$ cat config.mk
export PLATFORM = sky130hd
export DESIGN_NAME = motion_classifier_step_counter_core_flat
export DESIGN_NICKNAME = d
export VERILOG_FILES = /design/src/hw/rtl/mcsc_pkg.sv /design/src/hw/rtl/mcsc_if.sv /design/src/hw/rtl/mcsc_isqrt.sv /design/src/hw/rtl/mcsc_dp.sv /design/src/hw/rtl/mcsc_ctrl.sv /design/src/hw/rtl/motion_classifier_step_counter_core.sv /design/src/flat_wrapper.sv
export SDC_FILE = /design/constraint.sdc
export NUM_CORES = 2
export LEC_CHECK = 0
export BUFFER_PORTS_ARGS = -buffer_cell sky130_fd_sc_hd__buf_4
export CAP_MARGIN = 5
export CORE_ASPECT_RATIO = 1.75
export CORE_UTILIZATION = 55
export CTS_CLUSTER_DIAMETER = 50
export DETAILED_ROUTE_END_ITERATION = 10
export PLACE_DENSITY = 0.68
export SLEW_MARGIN = 10
export SYNTH_ARGS = -nofsm -noshare
export SYNTH_HDL_FRONTEND = slang
export SYNTH_SLANG_ARGS = --single-unit
$ cat constraint.sdc
create_clock -name clk -period 10.4 [get_ports clk]
set_clock_uncertainty 0.1 [all_clocks]
set_input_delay 0.52 -clock clk [delete_from_list [all_inputs] [get_ports clk]]
set_output_delay 0.52 -clock clk [all_outputs]
set_load 0.05 [all_outputs]
$ cat src/hw/rtl/mcsc_pkg.sv
// Shared constants, codes and types of the motion classifier and step counter.
package mcsc_pkg;

	localparam int unsigned WINDOW_LEN_DEF = 16;

	localparam int unsigned FIELD_W    = 16;
	localparam int unsigned ABS_W      = FIELD_W + 1;
	localparam int unsigned PROD_W     = 2 * ABS_W;
	localparam int unsigned SQ_W       = 31;
	localparam int unsigned ACC_W      = 32;
	localparam int unsigned MAG_W      = 16;
	localparam int unsigned GRAV_W     = 12;
	localparam int unsigned LIM_W      = 14;
	localparam int unsigned LIM_SUM_W  = 15;
	localparam int unsigned STEP_W     = 24;
	localparam int unsigned CFG_IDX_W  = 3;
	localparam int unsigned CFG_DATA_W = 14;
	localparam int unsigned NUM_AXES   = 6;
	localparam int unsigned AXIS_W     = 3;

	localparam logic [STEP_W-1:0] STEP_MAX = {STEP_W{1'b1}};

	localparam logic [GRAV_W-1:0] GRAV_RST        = 12'd2509;
	localparam logic [LIM_W-1:0]  STILL_ACCEL_RST = 14'd128;
	localparam logic [LIM_W-1:0]  STILL_GYRO_RST  = 14'd128;
	localparam logic [LIM_W-1:0]  WALK_RST        = 14'd512;
	localparam logic [LIM_W-1:0]  RUN_RST         = 14'd1280;
	localparam logic [LIM_W-1:0]  STEP_LIM_RST    = 14'd384;

	localparam logic [AXIS_W-1:0] AXIS_LAST       = 3'd5;
	localparam logic [AXIS_W-1:0] AXIS_FIRST_RATE = 3'd3;

	typedef enum logic [CFG_IDX_W-1:0] {
		REG_GRAVITY     = 3'd0,
		REG_STILL_ACCEL = 3'd1,
		REG_STILL_GYRO  = 3'd2,
		REG_WALK        = 3'd3,
		REG_RUN         = 3'd4,
		REG_STEP        = 3'd5
	} cfg_reg_t;

	typedef enum logic [1:0] {
		CLS_STAND = 2'd0,
		CLS_WALK  = 2'd1,
		CLS_RUN   = 2'd2,
		CLS_JUMP  = 2'd3
	} motion_class_t;

	typedef struct packed {
		logic signed [FIELD_W-1:0] accel_x;
		logic signed [FIELD_W-1:0] accel_y;
		logic signed [FIELD_W-1:0] accel_z;
		logic signed [FIELD_W-1:0] rate_x;
		logic signed [FIELD_W-1:0] rate_y;
		logic signed [FIELD_W-1:0] rate_z;
	} sample_t;

	// controller -> datapath
	typedef struct packed {
		logic              load;
		logic              sq_go;
		logic [AXIS_W-1:0] sq_idx;
		logic              root_start;
		logic              root_rate;
		logic              take_a;
		logic              take_r;
		logic              update;
		logic              emit;
	} cmd_t;

	// datapath -> controller
	typedef struct packed {
		logic root_done;
		logic out_free;
	} sts_t;

endpackage

$ cat src/hw/rtl/mcsc_if.sv
// Valid/ready channel interfaces: sample input, result output, register writes.
interface mcsc_sample_if;
	logic                                 valid;
	logic                                 ready;
	logic signed [mcsc_pkg::FIELD_W-1:0]  accel_x;
	logic signed [mcsc_pkg::FIELD_W-1:0]  accel_y;
	logic signed [mcsc_pkg::FIELD_W-1:0]  accel_z;
	logic signed [mcsc_pkg::FIELD_W-1:0]  rate_x;
	logic signed [mcsc_pkg::FIELD_W-1:0]  rate_y;
	logic signed [mcsc_pkg::FIELD_W-1:0]  rate_z;

	modport source (output valid, accel_x, accel_y, accel_z, rate_x, rate_y, rate_z,
		input ready);
	modport sink (input valid, accel_x, accel_y, accel_z, rate_x, rate_y, rate_z,
		output ready);
endinterface

interface mcsc_result_if;
	logic                          valid;
	logic                          ready;
	logic [1:0]                    motion_class;
	logic [mcsc_pkg::STEP_W-1:0]   step_total;
	logic                          step_seen;

	modport source (output valid, motion_class, step_total, step_seen, input ready);
	modport sink (input valid, motion_class, step_total, step_seen, output ready);
endinterface

interface mcsc_cfg_if;
	logic                              valid;
	logic                              ready;
	logic [mcsc_pkg::CFG_IDX_W-1:0]    index;
	logic [mcsc_pkg::CFG_DATA_W-1:0]   data;

	modport source (output valid, index, data, input ready);
	modport sink (input valid, index, data, output ready);
endinterface

$ cat src/hw/rtl/mcsc_isqrt.sv
// Bit-serial floor square root, one root bit per cycle.
module mcsc_isqrt (
	input  logic                         clk,
	input  logic                         arst_n,
	input  logic                         start,
	input  logic [mcsc_pkg::ACC_W-1:0]   operand,
	output logic                         done,
	output logic [mcsc_pkg::MAG_W-1:0]   root
);

	localparam int unsigned CNT_W = $clog2(mcsc_pkg::MAG_W);
	localparam int unsigned REM_W = mcsc_pkg::MAG_W + 1;
	localparam int unsigned SH_W  = REM_W + 2;
	localparam logic [CNT_W-1:0] CNT_LAST = CNT_W'(mcsc_pkg::MAG_W - 1);

	logic [mcsc_pkg::ACC_W-1:0] op_q;
	logic [REM_W-1:0]           rem_q;
	logic [mcsc_pkg::MAG_W-1:0] root_q;
	logic [CNT_W-1:0]           cnt_q;
	logic                       busy_q;
	logic                       done_q;

	logic [SH_W-1:0] shifted;
	logic [SH_W-1:0] trial;
	logic [SH_W-1:0] diff;
	logic            fits;

	// next remainder with two operand bits brought down, against 4*root+1
	assign shifted = {rem_q, op_q[mcsc_pkg::ACC_W-1 -: 2]};
	assign trial   = {1'b0, root_q, 2'b01};
	assign diff    = shifted - trial;
	assign fits    = (shifted >= trial);

	always_ff @(posedge clk or negedge arst_n) begin
		if (!arst_n) begin
			busy_q <= 1'b0;
			done_q <= 1'b0;
			cnt_q  <= '0;
		end else begin
			done_q <= 1'b0;
			if (start) begin
				busy_q <= 1'b1;
				cnt_q  <= '0;
			end else if (busy_q) begin
				cnt_q <= cnt_q + 1'b1;
				if (cnt_q == CNT_LAST) begin
					busy_q <= 1'b0;
					done_q <= 1'b1;
				end
			end
		end
	end

	always_ff @(posedge clk) begin
		if (start) begin
			op_q   <= operand;
			rem_q  <= '0;
			root_q <= '0;
		end else if (busy_q) begin
			op_q <= {op_q[mcsc_pkg::ACC_W-3:0], 2'b00};
			if (fits) begin
				rem_q  <= diff[REM_W-1:0];
				root_q <= {root_q[mcsc_pkg::MAG_W-2:0], 1'b1};
			end else begin
				rem_q  <= shifted[REM_W-1:0];
				root_q <= {root_q[mcsc_pkg::MAG_W-2:0], 1'b0};
			end
		end
	end

	assign done = done_q;
	assign root = root_q;

endmodule

$ cat src/hw/rtl/mcsc_dp.sv
// Datapath: registers, squarer, root unit, window ring, sums, classifier, result register.
module mcsc_dp #(
	parameter int unsigned WINDOW_LEN = mcsc_pkg::WINDOW_LEN_DEF
) (
	input  logic                              clk,
	input  logic                              arst_n,
	input  mcsc_pkg::cmd_t                    cmd,
	output mcsc_pkg::sts_t                    sts,
	input  mcsc_pkg::sample_t                 smp,
	input  logic                              cfg_valid,
	input  logic [mcsc_pkg::CFG_IDX_W-1:0]    cfg_index,
	input  logic [mcsc_pkg::CFG_DATA_W-1:0]   cfg_data,
	output logic                              cfg_ready,
	output logic                              out_valid,
	input  logic                              out_ready,
	output logic [1:0]                        motion_class,
	output logic [mcsc_pkg::STEP_W-1:0]       step_total,
	output logic                              step_seen
);

	localparam int unsigned POS_W = $clog2(WINDOW_LEN);
	localparam int unsigned SUM_W = mcsc_pkg::MAG_W + $clog2(WINDOW_LEN);
	localparam int unsigned ENT_W = 2 * mcsc_pkg::MAG_W;
	localparam logic [POS_W-1:0] POS_LAST = POS_W'(WINDOW_LEN - 1);
	localparam logic [SUM_W-1:0] N_SUM    = SUM_W'(WINDOW_LEN);

	// configuration registers
	logic [mcsc_pkg::GRAV_W-1:0] grav_q;
	logic [mcsc_pkg::LIM_W-1:0]  still_a_q;
	logic [mcsc_pkg::LIM_W-1:0]  still_g_q;
	logic [mcsc_pkg::LIM_W-1:0]  walk_q;
	logic [mcsc_pkg::LIM_W-1:0]  run_q;
	logic [mcsc_pkg::LIM_W-1:0]  step_lim_q;

	assign cfg_ready = 1'b1;

	always_ff @(posedge clk or negedge arst_n) begin
		if (!arst_n) begin
			grav_q     <= mcsc_pkg::GRAV_RST;
			still_a_q  <= mcsc_pkg::STILL_ACCEL_RST;
			still_g_q  <= mcsc_pkg::STILL_GYRO_RST;
			walk_q     <= mcsc_pkg::WALK_RST;
			run_q      <= mcsc_pkg::RUN_RST;
			step_lim_q <= mcsc_pkg::STEP_LIM_RST;
		end else if (cfg_valid) begin
			unique case (cfg_index)
				mcsc_pkg::REG_GRAVITY:     grav_q     <= cfg_data[mcsc_pkg::GRAV_W-1:0];
				mcsc_pkg::REG_STILL_ACCEL: still_a_q  <= cfg_data;
				mcsc_pkg::REG_STILL_GYRO:  still_g_q  <= cfg_data;
				mcsc_pkg::REG_WALK:        walk_q     <= cfg_data;
				mcsc_pkg::REG_RUN:         run_q      <= cfg_data;
				mcsc_pkg::REG_STEP:        step_lim_q <= cfg_data;
				default: ;
			endcase
		end
	end

	// window thresholds N*(G+L), and N*L for the still gyro limit, refreshed every cycle from the registers
	logic [mcsc_pkg::LIM_SUM_W-1:0] gl_still;
	logic [mcsc_pkg::LIM_SUM_W-1:0] gl_walk;
	logic [mcsc_pkg::LIM_SUM_W-1:0] gl_run;
	logic [mcsc_pkg::LIM_SUM_W-1:0] step_thr;
	logic [SUM_W-1:0] thr_still_a_q;
	logic [SUM_W-1:0] thr_still_g_q;
	logic [SUM_W-1:0] thr_walk_q;
	logic [SUM_W-1:0] thr_run_q;

	assign gl_still = {3'b000, grav_q} + {1'b0, still_a_q};
	assign gl_walk  = {3'b000, grav_q} + {1'b0, walk_q};
	assign gl_run   = {3'b000, grav_q} + {1'b0, run_q};
	assign step_thr = {3'b000, grav_q} + {1'b0, step_lim_q};

	always_ff @(posedge clk) begin
		thr_still_a_q <= N_SUM * SUM_W'(gl_still);
		thr_still_g_q <= N_SUM * SUM_W'(still_g_q);
		thr_walk_q    <= N_SUM * SUM_W'(gl_walk);
		thr_run_q     <= N_SUM * SUM_W'(gl_run);
	end

	// sample capture and sum of squares, one axis per cycle
	mcsc_pkg::sample_t smp_q;
	logic [mcsc_pkg::FIELD_W-1:0] axis_v;
	logic [mcsc_pkg::ABS_W-1:0]   abs_v;
	logic [mcsc_pkg::PROD_W-1:0]  prod_full;
	logic [mcsc_pkg::SQ_W-1:0]    prod_q;
	logic                         sq_v_q;
	logic                         sq_rate_q;
	logic [mcsc_pkg::ACC_W-1:0]   acc_a_q;
	logic [mcsc_pkg::ACC_W-1:0]   acc_r_q;

	always_comb begin
		unique case (cmd.sq_idx)
			3'd0:    axis_v = smp_q.accel_x;
			3'd1:    axis_v = smp_q.accel_y;
			3'd2:    axis_v = smp_q.accel_z;
			3'd3:    axis_v = smp_q.rate_x;
			3'd4:    axis_v = smp_q.rate_y;
			3'd5:    axis_v = smp_q.rate_z;
			default: axis_v = '0;
		endcase
	end

	// |x| needs 17 bits for the most negative input
	assign abs_v = axis_v[mcsc_pkg::FIELD_W-1] ?
		(mcsc_pkg::ABS_W'(0) - {1'b1, axis_v}) : {1'b0, axis_v};
	assign prod_full = {{(mcsc_pkg::PROD_W - mcsc_pkg::ABS_W){1'b0}}, abs_v} *
		{{(mcsc_pkg::PROD_W - mcsc_pkg::ABS_W){1'b0}}, abs_v};

	always_ff @(posedge clk or negedge arst_n) begin
		if (!arst_n) begin
			sq_v_q    <= 1'b0;
			sq_rate_q <= 1'b0;
		end else begin
			sq_v_q    <= cmd.sq_go;
			sq_rate_q <= (cmd.sq_idx >= mcsc_pkg::AXIS_FIRST_RATE);
		end
	end

	always_ff @(posedge clk) begin
		if (cmd.load) begin
			smp_q <= smp;
		end
		prod_q <= prod_full[mcsc_pkg::SQ_W-1:0];
		if (cmd.load) begin
			acc_a_q <= '0;
			acc_r_q <= '0;
		end else if (sq_v_q) begin
			if (sq_rate_q) begin
				acc_r_q <= acc_r_q + {1'b0, prod_q};
			end else begin
				acc_a_q <= acc_a_q + {1'b0, prod_q};
			end
		end
	end

	// shared root unit
	logic                       root_done;
	logic [mcsc_pkg::MAG_W-1:0] root;
	logic [mcsc_pkg::MAG_W-1:0] amag_q;
	logic [mcsc_pkg::MAG_W-1:0] rmag_q;

	mcsc_isqrt u_isqrt (
		.clk     (clk),
		.arst_n  (arst_n),
		.start   (cmd.root_start),
		.operand (cmd.root_rate ? acc_r_q : acc_a_q),
		.done    (root_done),
		.root    (root)
	);

	always_ff @(posedge clk) begin
		if (cmd.take_a) begin
			amag_q <= root;
		end
		if (cmd.take_r) begin
			rmag_q <= root;
		end
	end

	// window ring: {accel mag, rate mag} per slot, valid bit per slot
	logic [ENT_W-1:0]       ring_mem [WINDOW_LEN];
	logic [WINDOW_LEN-1:0]  ring_vld_q;
	logic [ENT_W-1:0]       old_q;
	logic                   old_vld_q;
	logic [POS_W-1:0]       pos_q;
	logic [mcsc_pkg::MAG_W-1:0] old_a;
	logic [mcsc_pkg::MAG_W-1:0] old_r;

	always_ff @(posedge clk) begin
		if (cmd.update) begin
			ring_mem[pos_q] <= {amag_q, rmag_q};
		end
		if (cmd.load) begin
			old_q <= ring_mem[pos_q];
		end
	end

	// a slot never written holds a zero magnitude
	assign old_a = old_vld_q ? old_q[ENT_W-1 -: mcsc_pkg::MAG_W] : '0;
	assign old_r = old_vld_q ? old_q[mcsc_pkg::MAG_W-1:0] : '0;

	// running sums, step counter
	logic [SUM_W-1:0]            asum_q;
	logic [SUM_W-1:0]            rsum_q;
	logic [mcsc_pkg::STEP_W-1:0] step_q;
	logic                        seen;

	assign seen = (amag_q > {1'b0, step_thr});

	always_ff @(posedge clk or negedge arst_n) begin
		if (!arst_n) begin
			ring_vld_q <= '0;
			old_vld_q  <= 1'b0;
			pos_q      <= '0;
			asum_q     <= '0;
			rsum_q     <= '0;
			step_q     <= '0;
		end else begin
			if (cmd.load) begin
				old_vld_q <= ring_vld_q[pos_q];
			end
			if (cmd.update) begin
				ring_vld_q[pos_q] <= 1'b1;
				pos_q  <= (pos_q == POS_LAST) ? '0 : pos_q + 1'b1;
				asum_q <= asum_q - SUM_W'(old_a) + SUM_W'(amag_q);
				rsum_q <= rsum_q - SUM_W'(old_r) + SUM_W'(rmag_q);
				if (seen && (step_q != mcsc_pkg::STEP_MAX)) begin
					step_q <= step_q + 1'b1;
				end
			end
		end
	end

	// classification on the updated window
	mcsc_pkg::motion_class_t cls;

	always_comb begin
		priority if ((asum_q < thr_still_a_q) && (rsum_q < thr_still_g_q)) begin
			cls = mcsc_pkg::CLS_STAND;
		end else if (asum_q < thr_walk_q) begin
			cls = mcsc_pkg::CLS_WALK;
		end else if (asum_q < thr_run_q) begin
			cls = mcsc_pkg::CLS_RUN;
		end else begin
			cls = mcsc_pkg::CLS_JUMP;
		end
	end

	// result register
	logic                        out_full_q;
	mcsc_pkg::motion_class_t     cls_q;
	logic [mcsc_pkg::STEP_W-1:0] total_q;
	logic                        seen_q;

	always_ff @(posedge clk or negedge arst_n) begin
		if (!arst_n) begin
			out_full_q <= 1'b0;
		end else if (cmd.emit) begin
			out_full_q <= 1'b1;
		end else if (out_ready) begin
			out_full_q <= 1'b0;
		end
	end

	always_ff @(posedge clk) begin
		if (cmd.emit) begin
			cls_q   <= cls;
			total_q <= step_q;
			seen_q  <= seen;
		end
	end

	assign sts.root_done = root_done;
	assign sts.out_free  = !out_full_q || out_ready;

	assign out_valid    = out_full_q;
	assign motion_class = cls_q;
	assign step_total   = total_q;
	assign step_seen    = seen_q;

endmodule

$ cat src/hw/rtl/mcsc_ctrl.sv
// Controller: sequences one sample through squares, two roots, update and result.
module mcsc_ctrl (
	input  logic           clk,
	input  logic           arst_n,
	input  logic           in_valid,
	output logic           in_ready,
	input  mcsc_pkg::sts_t sts,
	output mcsc_pkg::cmd_t cmd
);

	typedef enum logic [2:0] {
		S_IDLE,
		S_SQUARE,
		S_FLUSH,
		S_ROOT_A,
		S_ROOT_R,
		S_UPDATE,
		S_EMIT
	} state_t;

	state_t                        state_q;
	logic [mcsc_pkg::AXIS_W-1:0]   axis_q;

	always_ff @(posedge clk or negedge arst_n) begin
		if (!arst_n) begin
			state_q <= S_IDLE;
			axis_q  <= '0;
		end else begin
			unique case (state_q)
				S_IDLE: begin
					if (in_valid) begin
						state_q <= S_SQUARE;
						axis_q  <= '0;
					end
				end
				S_SQUARE: begin
					if (axis_q == mcsc_pkg::AXIS_LAST) begin
						state_q <= S_FLUSH;
					end else begin
						axis_q <= axis_q + 1'b1;
					end
				end
				S_FLUSH: state_q <= S_ROOT_A;
				S_ROOT_A: begin
					if (sts.root_done) begin
						state_q <= S_ROOT_R;
					end
				end
				S_ROOT_R: begin
					if (sts.root_done) begin
						state_q <= S_UPDATE;
					end
				end
				S_UPDATE: state_q <= S_EMIT;
				S_EMIT: begin
					if (sts.out_free) begin
						state_q <= S_IDLE;
					end
				end
				default: state_q <= S_IDLE;
			endcase
		end
	end

	assign in_ready = (state_q == S_IDLE);

	always_comb begin
		cmd            = '0;
		cmd.load       = (state_q == S_IDLE) && in_valid;
		cmd.sq_go      = (state_q == S_SQUARE);
		cmd.sq_idx     = axis_q;
		// accel root starts once its three squares are in; rate root follows it
		cmd.root_start = (state_q == S_FLUSH) || ((state_q == S_ROOT_A) && sts.root_done);
		cmd.root_rate  = (state_q == S_ROOT_A);
		cmd.take_a     = (state_q == S_ROOT_A) && sts.root_done;
		cmd.take_r     = (state_q == S_ROOT_R) && sts.root_done;
		cmd.update     = (state_q == S_UPDATE);
		cmd.emit       = (state_q == S_EMIT) && sts.out_free;
	end

endmodule

$ cat src/hw/rtl/motion_classifier_step_counter_core.sv
// Top level of the motion classifier and step counter.
//
// One 6-axis sample in, one result out. The input takes a new sample only
// once the last one has loaded its result. Each sample goes through the
// single shared squarer (one axis a cycle, then a drain step) and the single
// bit-serial root unit, which works through its 16 steps first for the
// acceleration magnitude and then for the rotation magnitude; then the window
// is updated and the result loaded. A result that still waits for its
// transfer holds the controller in its result step until the output register
// frees, and the input stays closed until then. Magnitudes are floor square
// roots of the sum of squares, in the input's 1/256 units. The last
// WINDOW_LEN magnitudes of each kind sit in a ring (a slot never written
// counts as zero, so the window starts as all zeros) with running sums;
// classification compares those sums with WINDOW_LEN*(gravity+limit), and the
// rotation sum with WINDOW_LEN*still_gyro_limit, and needs no divide. A step
// counts when this sample's acceleration magnitude is strictly above
// gravity+step_limit; the 24-bit total sticks at its maximum, while step_seen
// still reports the test. The result sits in an output register, so a new
// sample can be taken while the last result waits for its transfer. Register
// writes (index 0..5: gravity_level, still_accel_limit, still_gyro_limit,
// walk_limit, run_limit, step_limit) are always ready, keep the register's
// own width of the data, ignore indexes above 5, and must only be made while
// no sample is in flight. No clearing pass is needed after reset.
module motion_classifier_step_counter_core #(
	parameter int unsigned WINDOW_LEN = mcsc_pkg::WINDOW_LEN_DEF
) (
	input  logic          clk,
	input  logic          arst_n,
	mcsc_sample_if.sink   sample,
	mcsc_result_if.source result,
	mcsc_cfg_if.sink      cfg
);

	mcsc_pkg::cmd_t    cmd;
	mcsc_pkg::sts_t    sts;
	mcsc_pkg::sample_t smp;

	assign smp.accel_x = sample.accel_x;
	assign smp.accel_y = sample.accel_y;
	assign smp.accel_z = sample.accel_z;
	assign smp.rate_x  = sample.rate_x;
	assign smp.rate_y  = sample.rate_y;
	assign smp.rate_z  = sample.rate_z;

	// sequencer: one sample at a time
	mcsc_ctrl u_ctrl (
		.clk      (clk),
		.arst_n   (arst_n),
		.in_valid (sample.valid),
		.in_ready (sample.ready),
		.sts      (sts),
		.cmd      (cmd)
	);

	// arithmetic, window ring, config registers and result register
	mcsc_dp #(
		.WINDOW_LEN (WINDOW_LEN)
	) u_dp (
		.clk          (clk),
		.arst_n       (arst_n),
		.cmd          (cmd),
		.sts          (sts),
		.smp          (smp),
		.cfg_valid    (cfg.valid),
		.cfg_index    (cfg.index),
		.cfg_data     (cfg.data),
		.cfg_ready    (cfg.ready),
		.out_valid    (result.valid),
		.out_ready    (result.ready),
		.motion_class (result.motion_class),
		.step_total   (result.step_total),
		.step_seen    (result.step_seen)
	);

	// a sample transfer closes the input until that sample is done
	a_one_in_flight: assert property (@(posedge clk) disable iff (!arst_n)
		sample.valid && sample.ready |=> !sample.ready)
		else $error("input taken again while a sample is in flight");

	// the root unit only finishes while a sample is being worked on
	a_root_mid_item: assert property (@(posedge clk) disable iff (!arst_n)
		sts.root_done |-> !sample.ready)
		else $error("root unit finished while the controller is idle");

	// a counted step implies a nonzero total, saturation included
	a_step_total: assert property (@(posedge clk) disable iff (!arst_n)
		result.valid && result.step_seen |-> result.step_total != '0)
		else $error("step reported but total is zero");

endmodule

$ cat src/flat_wrapper.sv
// flat-port wrapper written by rule: the top's interface ports become plain ports
module motion_classifier_step_counter_core_flat 
#(
	parameter int unsigned WINDOW_LEN = mcsc_pkg::WINDOW_LEN_DEF
)
  (clk, arst_n, sample_valid, sample_accel_x, sample_accel_y, sample_accel_z, sample_rate_x, sample_rate_y, sample_rate_z, sample_ready, result_valid, result_motion_class, result_step_total, result_step_seen, result_ready, cfg_valid, cfg_index, cfg_data, cfg_ready);
  mcsc_sample_if sample_i ();
  mcsc_result_if result_i ();
  mcsc_cfg_if cfg_i ();
  input  logic clk;
  input  logic arst_n;
  input wire logic [$bits(sample_i.valid)-1:0] sample_valid;
  input wire logic [$bits(sample_i.accel_x)-1:0] sample_accel_x;
  input wire logic [$bits(sample_i.accel_y)-1:0] sample_accel_y;
  input wire logic [$bits(sample_i.accel_z)-1:0] sample_accel_z;
  input wire logic [$bits(sample_i.rate_x)-1:0] sample_rate_x;
  input wire logic [$bits(sample_i.rate_y)-1:0] sample_rate_y;
  input wire logic [$bits(sample_i.rate_z)-1:0] sample_rate_z;
  output wire logic [$bits(sample_i.ready)-1:0] sample_ready;
  output wire logic [$bits(result_i.valid)-1:0] result_valid;
  output wire logic [$bits(result_i.motion_class)-1:0] result_motion_class;
  output wire logic [$bits(result_i.step_total)-1:0] result_step_total;
  output wire logic [$bits(result_i.step_seen)-1:0] result_step_seen;
  input wire logic [$bits(result_i.ready)-1:0] result_ready;
  input wire logic [$bits(cfg_i.valid)-1:0] cfg_valid;
  input wire logic [$bits(cfg_i.index)-1:0] cfg_index;
  input wire logic [$bits(cfg_i.data)-1:0] cfg_data;
  output wire logic [$bits(cfg_i.ready)-1:0] cfg_ready;
  assign sample_i.valid = sample_valid;
  assign sample_i.accel_x = sample_accel_x;
  assign sample_i.accel_y = sample_accel_y;
  assign sample_i.accel_z = sample_accel_z;
  assign sample_i.rate_x = sample_rate_x;
  assign sample_i.rate_y = sample_rate_y;
  assign sample_i.rate_z = sample_rate_z;
  assign sample_ready = sample_i.ready;
  assign result_valid = result_i.valid;
  assign result_motion_class = result_i.motion_class;
  assign result_step_total = result_i.step_total;
  assign result_step_seen = result_i.step_seen;
  assign result_i.ready = result_ready;
  assign cfg_i.valid = cfg_valid;
  assign cfg_i.index = cfg_index;
  assign cfg_i.data = cfg_data;
  assign cfg_ready = cfg_i.ready;
  motion_classifier_step_counter_core #(.WINDOW_LEN(WINDOW_LEN)) u_core (.clk(clk), .arst_n(arst_n), .sample(sample_i), .result(result_i), .cfg(cfg_i));
endmodule
# Word level (Yosys, flattened, before mapping)
# Memories as Yosys holds them, arrays and structs flattened. A register that Yosys moved wholly into a read port is not among the register bits.
# Cells that the tools add are included.
# totals
ff_bits	556
latch_bits	0
ram_bits	512
rom_bits	0
in_bits	118
output_inout_bits	30
n_memories	1
# mem_list
name	words	word_bits	rd	rd_clocked_by_memory_dff	write_ports	line	source
u_core.u_dp.ring_mem	16	32	1	1	1	mcsc_dp.sv:161	logic [ENT_W-1:0] ring_mem [WINDOW_LEN];
# classes
addsub	16
mul	1
n_div	0
magnitude_cmp	9
n_eq_ne	25
n_shift	0
mux	37
bitwise_logic	2
reduce_logical	28
# ops
operator	count
$mux W32	3
$pmux W16 S6	1
$add A32 B31 Y32	2
$add A12 B14 Y15	4
$lt A20 B19 Y1	3
$add A20 B16 Y20	2
$sub A20 B16 Y20	2
$mux W17	2
$mux W16	2
$mul A17 B17 Y31	1
$add A24 B1 Y24 const B	1
$ne A24 B24 Y1 const B	1
$eq A3 B3 Y1 const B	7
$mux W3	7
$pmux W3 S7	1
$lt A20 B18 Y1	1
$ge A19 B18 Y1	1
$eq A3 B2 Y1 const B	6
$reduce_and A2 Y1	9
$sub A1 B17 Y17 const A	1
$sub A17 B17 Y17	1
$gt A16 B15 Y1	1
$or A16 B16 Y16	1
$mux W1	15
other kinds (22)	43

# Depth between registers and ports, before layout
# depth
ltp_word	5
depth_mapped	39

# Cells and area by module
# Synthesis repeated with hierarchy kept, for this count alone.
# hier_totals
hier_cells	4521
area_unflattened_um2	58339.7
# modules_own_cells
module	n_inst	cells_per_inst	area_per_inst_um2	seq_area_each_um2
mcsc_dp	1	4091	53998.0	28324.7
mcsc_isqrt	1	377	3897.5	1771.7
mcsc_ctrl	1	53	444.2	150.1

# Worst setup path before layout
# OpenSTA, ideal clock, no wires.
# synth_path
path_type	reg-to-reg
startpoint	register u_core.u_ctrl.axis_q[2] (netlist bit)
endpoint	register u_core.u_dp.prod_q[29] (netlist bit)
setup_time_ns	0.072
arrival_time_ns	8.413
t_required_ns	10.228
slack_ns	1.814
path_stages_with_launch	35
n_path_buf	4
cell_sequence	dfrtp_1 > buf_6 > inv_1 > buf_1 > ha_1 > clkbuf_1 > a222oi_1 > a21oi_2 > clkinv_1 > ha_1 > nand4_1 > nand2_1 > xor2_1 > nor2_1 > clkbuf_1 > nand2_1 > fa_1 > inv_1 > fa_1 > ha_1 > fa_1 > inv_1 > fa_1 > fa_1 > inv_1 > ha_1 > or3_1 > o22a_1 > a31o_2 > a21o_1 > o21ai_1 > a41oi_1 > a211o_1 > a21oi_1 > xnor2_1
# synth_between
elab_chain_len	5
# synth_lines
element	line	source
start: declaration	mcsc_ctrl.sv:22	logic [mcsc_pkg::AXIS_W-1:0] axis_q;
start signal: assignment	mcsc_ctrl.sv:40	axis_q <= axis_q + 1'b1;
$eq A3 B3 Y1, or another cell as far along	mcsc_dp.sv:92	unique case (cmd.sq_idx)
$pmux W16 S6 (*)	mcsc_dp.sv:92	
$sub A1 B17 Y17	mcsc_dp.sv:105	(mcsc_pkg::ABS_W'(0) - {1'b1, axis_v}) : {1'b0, axis_v};
$mux W17 (*)	mcsc_dp.sv:104	assign abs_v = axis_v[mcsc_pkg::FIELD_W-1] ?
via u_core.u_dp.abs_v (one bit)	mcsc_dp.sv:83	logic [mcsc_pkg::ABS_W-1:0] abs_v;
$mul A17 B17 Y31 (*)	mcsc_dp.sv:106	assign prod_full = {{(mcsc_pkg::PROD_W - mcsc_pkg::ABS_W){1'b0}}, abs_v} *
via u_core.u_dp.prod_full (one bit)	mcsc_dp.sv:84	logic [mcsc_pkg::PROD_W-1:0] prod_full;
end signal: assignment	mcsc_dp.sv:123	prod_q <= prod_full[mcsc_pkg::SQ_W-1:0];
end: declaration	mcsc_dp.sv:85	logic [mcsc_pkg::SQ_W-1:0] prod_q;
# Mark *: on every way through the listed nets, which the timed path passes. The rest lies on a longest branch.
# A chain may end at the register's enable or synchronous reset.

# Worst setup path after layout
# layout_path
startpoint	register u_core.u_ctrl.axis_q[1] (netlist bit)
endpoint	register u_core.u_dp.prod_q[30] (netlist bit)
# layout_between
elab_chain_len	5
# layout_lines
element	line
$eq A3 B3 Y1, or another cell as far along	mcsc_dp.sv:92
$pmux W16 S6 (*)	mcsc_dp.sv:92
$sub A1 B17 Y17	mcsc_dp.sv:105
$mux W17 (*)	mcsc_dp.sv:104
$mul A17 B17 Y31 (*)	mcsc_dp.sv:106
via u_core.u_dp.prod_full (one bit)	mcsc_dp.sv:84
# Marks and branches as above.

==> results.cfg <==
[outcome]
status = finished with violations
violations = DRC

[timing]
max_freq_mhz = 102
rsz0062_at_grt = no
fin_tns_setup_ps = 0
fin_crit_sh_pct = 94.1
drv_slew = 0
relSlewSlack_pct = 24.1
fin_crit_ps = 9790
tightest_slew_ps = 1130
setup_violations = 0
setup_ws_ps = 612
final_hold_viol_count = 0
whs_ps = 44.4

[final_layout]
seqCellArea_um2 = 30300
drive_gt1_share_pct = 14.8
n_fill_cell = 7868
layout_commonest_cell = edfxtp_1
final_nets = 5531
layout_common_cells = edfxtp_1, inv_1, nand2_1
multi_input_area_um2 = 25100
area_delta_synth_final_pct = 13.2
postLayoutCellArea_um2 = 65300

[place]
pre_cts_slack_ps = 52.4
hpwl_mm = 98.0
place_congestion = 0.931
port_buffers = 146
dpl_cell_area_um2 = 60700

[floorplan]
die_h_um = 431
initial_utilization_pct = 55.7
dieArea_um2 = 106000
core_area_um2 = 104000
rows = 156
pin_count = 148
die_w_um = 247

[synth]
synth_cells = 4531
ys_ff_latch = 1099
yosys.cell_types.count = 91
synth_area_leader_cell = edfxtp_1
synth_ff_type = edfxtp_1
ys_seq_area_share_pct = 52.4
synth_edf_count = 731
avgSynthCellArea_um2 = 12.7
synth.top_cell.area_share_pct = 38.0
yosysWarnings = 0
syn_area_um2 = 57700
synthTopCellsByArea = edfxtp_1, fa_1, ha_1, dfrtp_1, dfxtp_1
async_reset_ff_share_pct = 16.6

[setup_path]
rr_endpoint = u_core.u_dp.prod_q[30]
cp_slowest_stage_delay_ps = 570
critPathBufInv = 8
cp-start-kind = flip-flop
critPathMaxFanout = 15
cp.required_ps = 10870
r2r_start = u_core.u_ctrl.axis_q[1]
r2r_cells = 32
slowest_stage = fa_1
ff2ff_setup_slack_ps = 610
path_class = reg -> reg
critPathTopFamily = adder cells
arrival_ps = 10250
endpoint_kind = flip-flop

[route]
dr.max_layer_used = met4
wl_mm = 140
met3WireLength_mm = 5.64
wl_met1_mm = 46.2
firstDrtPassIters = 9
avgRoutedWirePerCell_um = 22.3
dr_wl_met2_mm = 78.5
first_iter_violations = 2274
dr_total_vias = 36100
vias_per_cell = 5.76
ant_nets = 0
drc = 15

[min_path]
whs_path_depth = 2
min_from = cfg_data[11]
holdCritPathClass = in -> reg
hold_end = u_core.u_dp.walk_q[11]

[clock_network]
cts_root_buffer = clkbuf_16
cts.clk_slew.worst_paths_ps = 70
postCtsSetupRepairBufs = 0
clk_path_buf_depth = 3
clock_sinks = 1099
htree_levels = 3
cts_buffers = 101
worstSkewPairLatency_ps = 730
cts_tree = built

[job]
cap_violations = 0

[grt]
grt_overflow = 0
antenna_found_initial = 2
grt_max_degree = 111
grt_usage_pct = 27.3
first_global_vias = 39000
grt_pass1_wl_mm = 217
-- per-layer routing --
layer,vias up,GRT usage [%]
met5,-,0
met1,18100,27.1
met2,1001,52.4
met3,361,3.41
met4,0,17.0
li1,16700,-
-- repair_timing --
item                                    4_1_cts  5_1_grt
endpoints found under the setup margin        1        1
hold buffers                                109        0
resized for setup                             1        3
endpoints found under the hold margin       205        0
-- stage by stage --
step	instances	util, %
detailed placement	5974	58.6
global placement	5974	58.6
CTS	6274	63.0
finish	6276	63.0
floorplan	4563	-
global route	6276	63.0
-- layout make-up --
cell class | count | share of cell area (%)
repair buffers | 317 | 4.11
flip-flops and latches | 1099 | 46.3
well taps | 1343 | 2.57
diodes | 2 | 0.00766
inverters | 547 | 3.15
clock inverters | 58 | 1.10
clock buffers | 133 | 4.32
multi-input cells | 2777 | 38.4
-- synthesized netlist by cell type, types with 12 or more instances --
cell type	n
inv_1	539
fa_1	224
a211oi_1	31
dfxtp_1	186
a31oi_1	15
mux2i_1	55
nand4_1	21
or2_2	27
xor2_1	70
a21oi_1	223
a22oi_1	12
o21a_1	29
o21bai_1	29
xnor2_1	134
nand3_1	54
or3_1	17
mux2_2	89
dfstp_2	14
and3_1	27
nor2b_1	25
a222oi_1	13
o21ai_0	194
nor2_1	197
mux4_2	165
nor3_1	46
edfxtp_1	731
and2_1	60
clkbuf_1	113
dfrtp_1	168
ha_1	346
nand2b_1	26
a21o_1	82
buf_1	16
nand2_1	362
-- sequential cells by signal (all words and copies together) (netlist names), 30 cells and up --
signal	count
u_core.u_dp.acc_a_q	32
u_core.u_dp.acc_r_q	32
u_core.u_dp.old_q	32
u_core.u_dp.prod_q	30
u_core.u_dp.ring_mem	512
u_core.u_dp.smp_q	96
u_core.u_dp.u_isqrt.op_q	32
-- worst max path at each step --
stage | start | endpoint | slack, ps | cells after the start
finish | u_core.u_ctrl.axis_q[1] | u_core.u_dp.prod_q[30] | 610 | 32
floorplan | u_core.u_ctrl.axis_q[2] | u_core.u_dp.prod_q[29] | 1810 | 34
global route | u_core.u_ctrl.axis_q[1] | u_core.u_dp.prod_q[30] | 130 | 32
CTS | u_core.u_ctrl.axis_q[1] | u_core.u_dp.prod_q[30] | 300 | 33
detailed placement | u_core.u_ctrl.axis_q[1] | u_core.u_dp.prod_q[30] | 50 | 33
global placement | u_core.u_ctrl.axis_q[1] | u_core.u_dp.prod_q[30] | 240 | 33
-- kinds of logic (layout without fill, tap and decap cells) --
| logic type | count (synthesis) | count (layout) | share of synthesized area (%) |
|---|---|---|---|
| other | 2 | 36 | 0.0130 |
| AO/OA/AOI/OAI | 732 | 732 | 7.87 |
| buffers and inverters | 687 | 1055 | 4.51 |
| AND/OR/NAND/NOR | 923 | 923 | 7.61 |
| adder cells (fa/ha/maj) | 570 | 570 | 15.3 |
| XOR/XNOR | 205 | 205 | 3.12 |
| flip-flops | 1099 | 1099 | 52.4 |
| multiplexers | 313 | 313 | 9.22 |
Power is left out: the tool's default activity adds up to more than one toggle a clock period on the data nets, which glitch-free logic cannot reach.
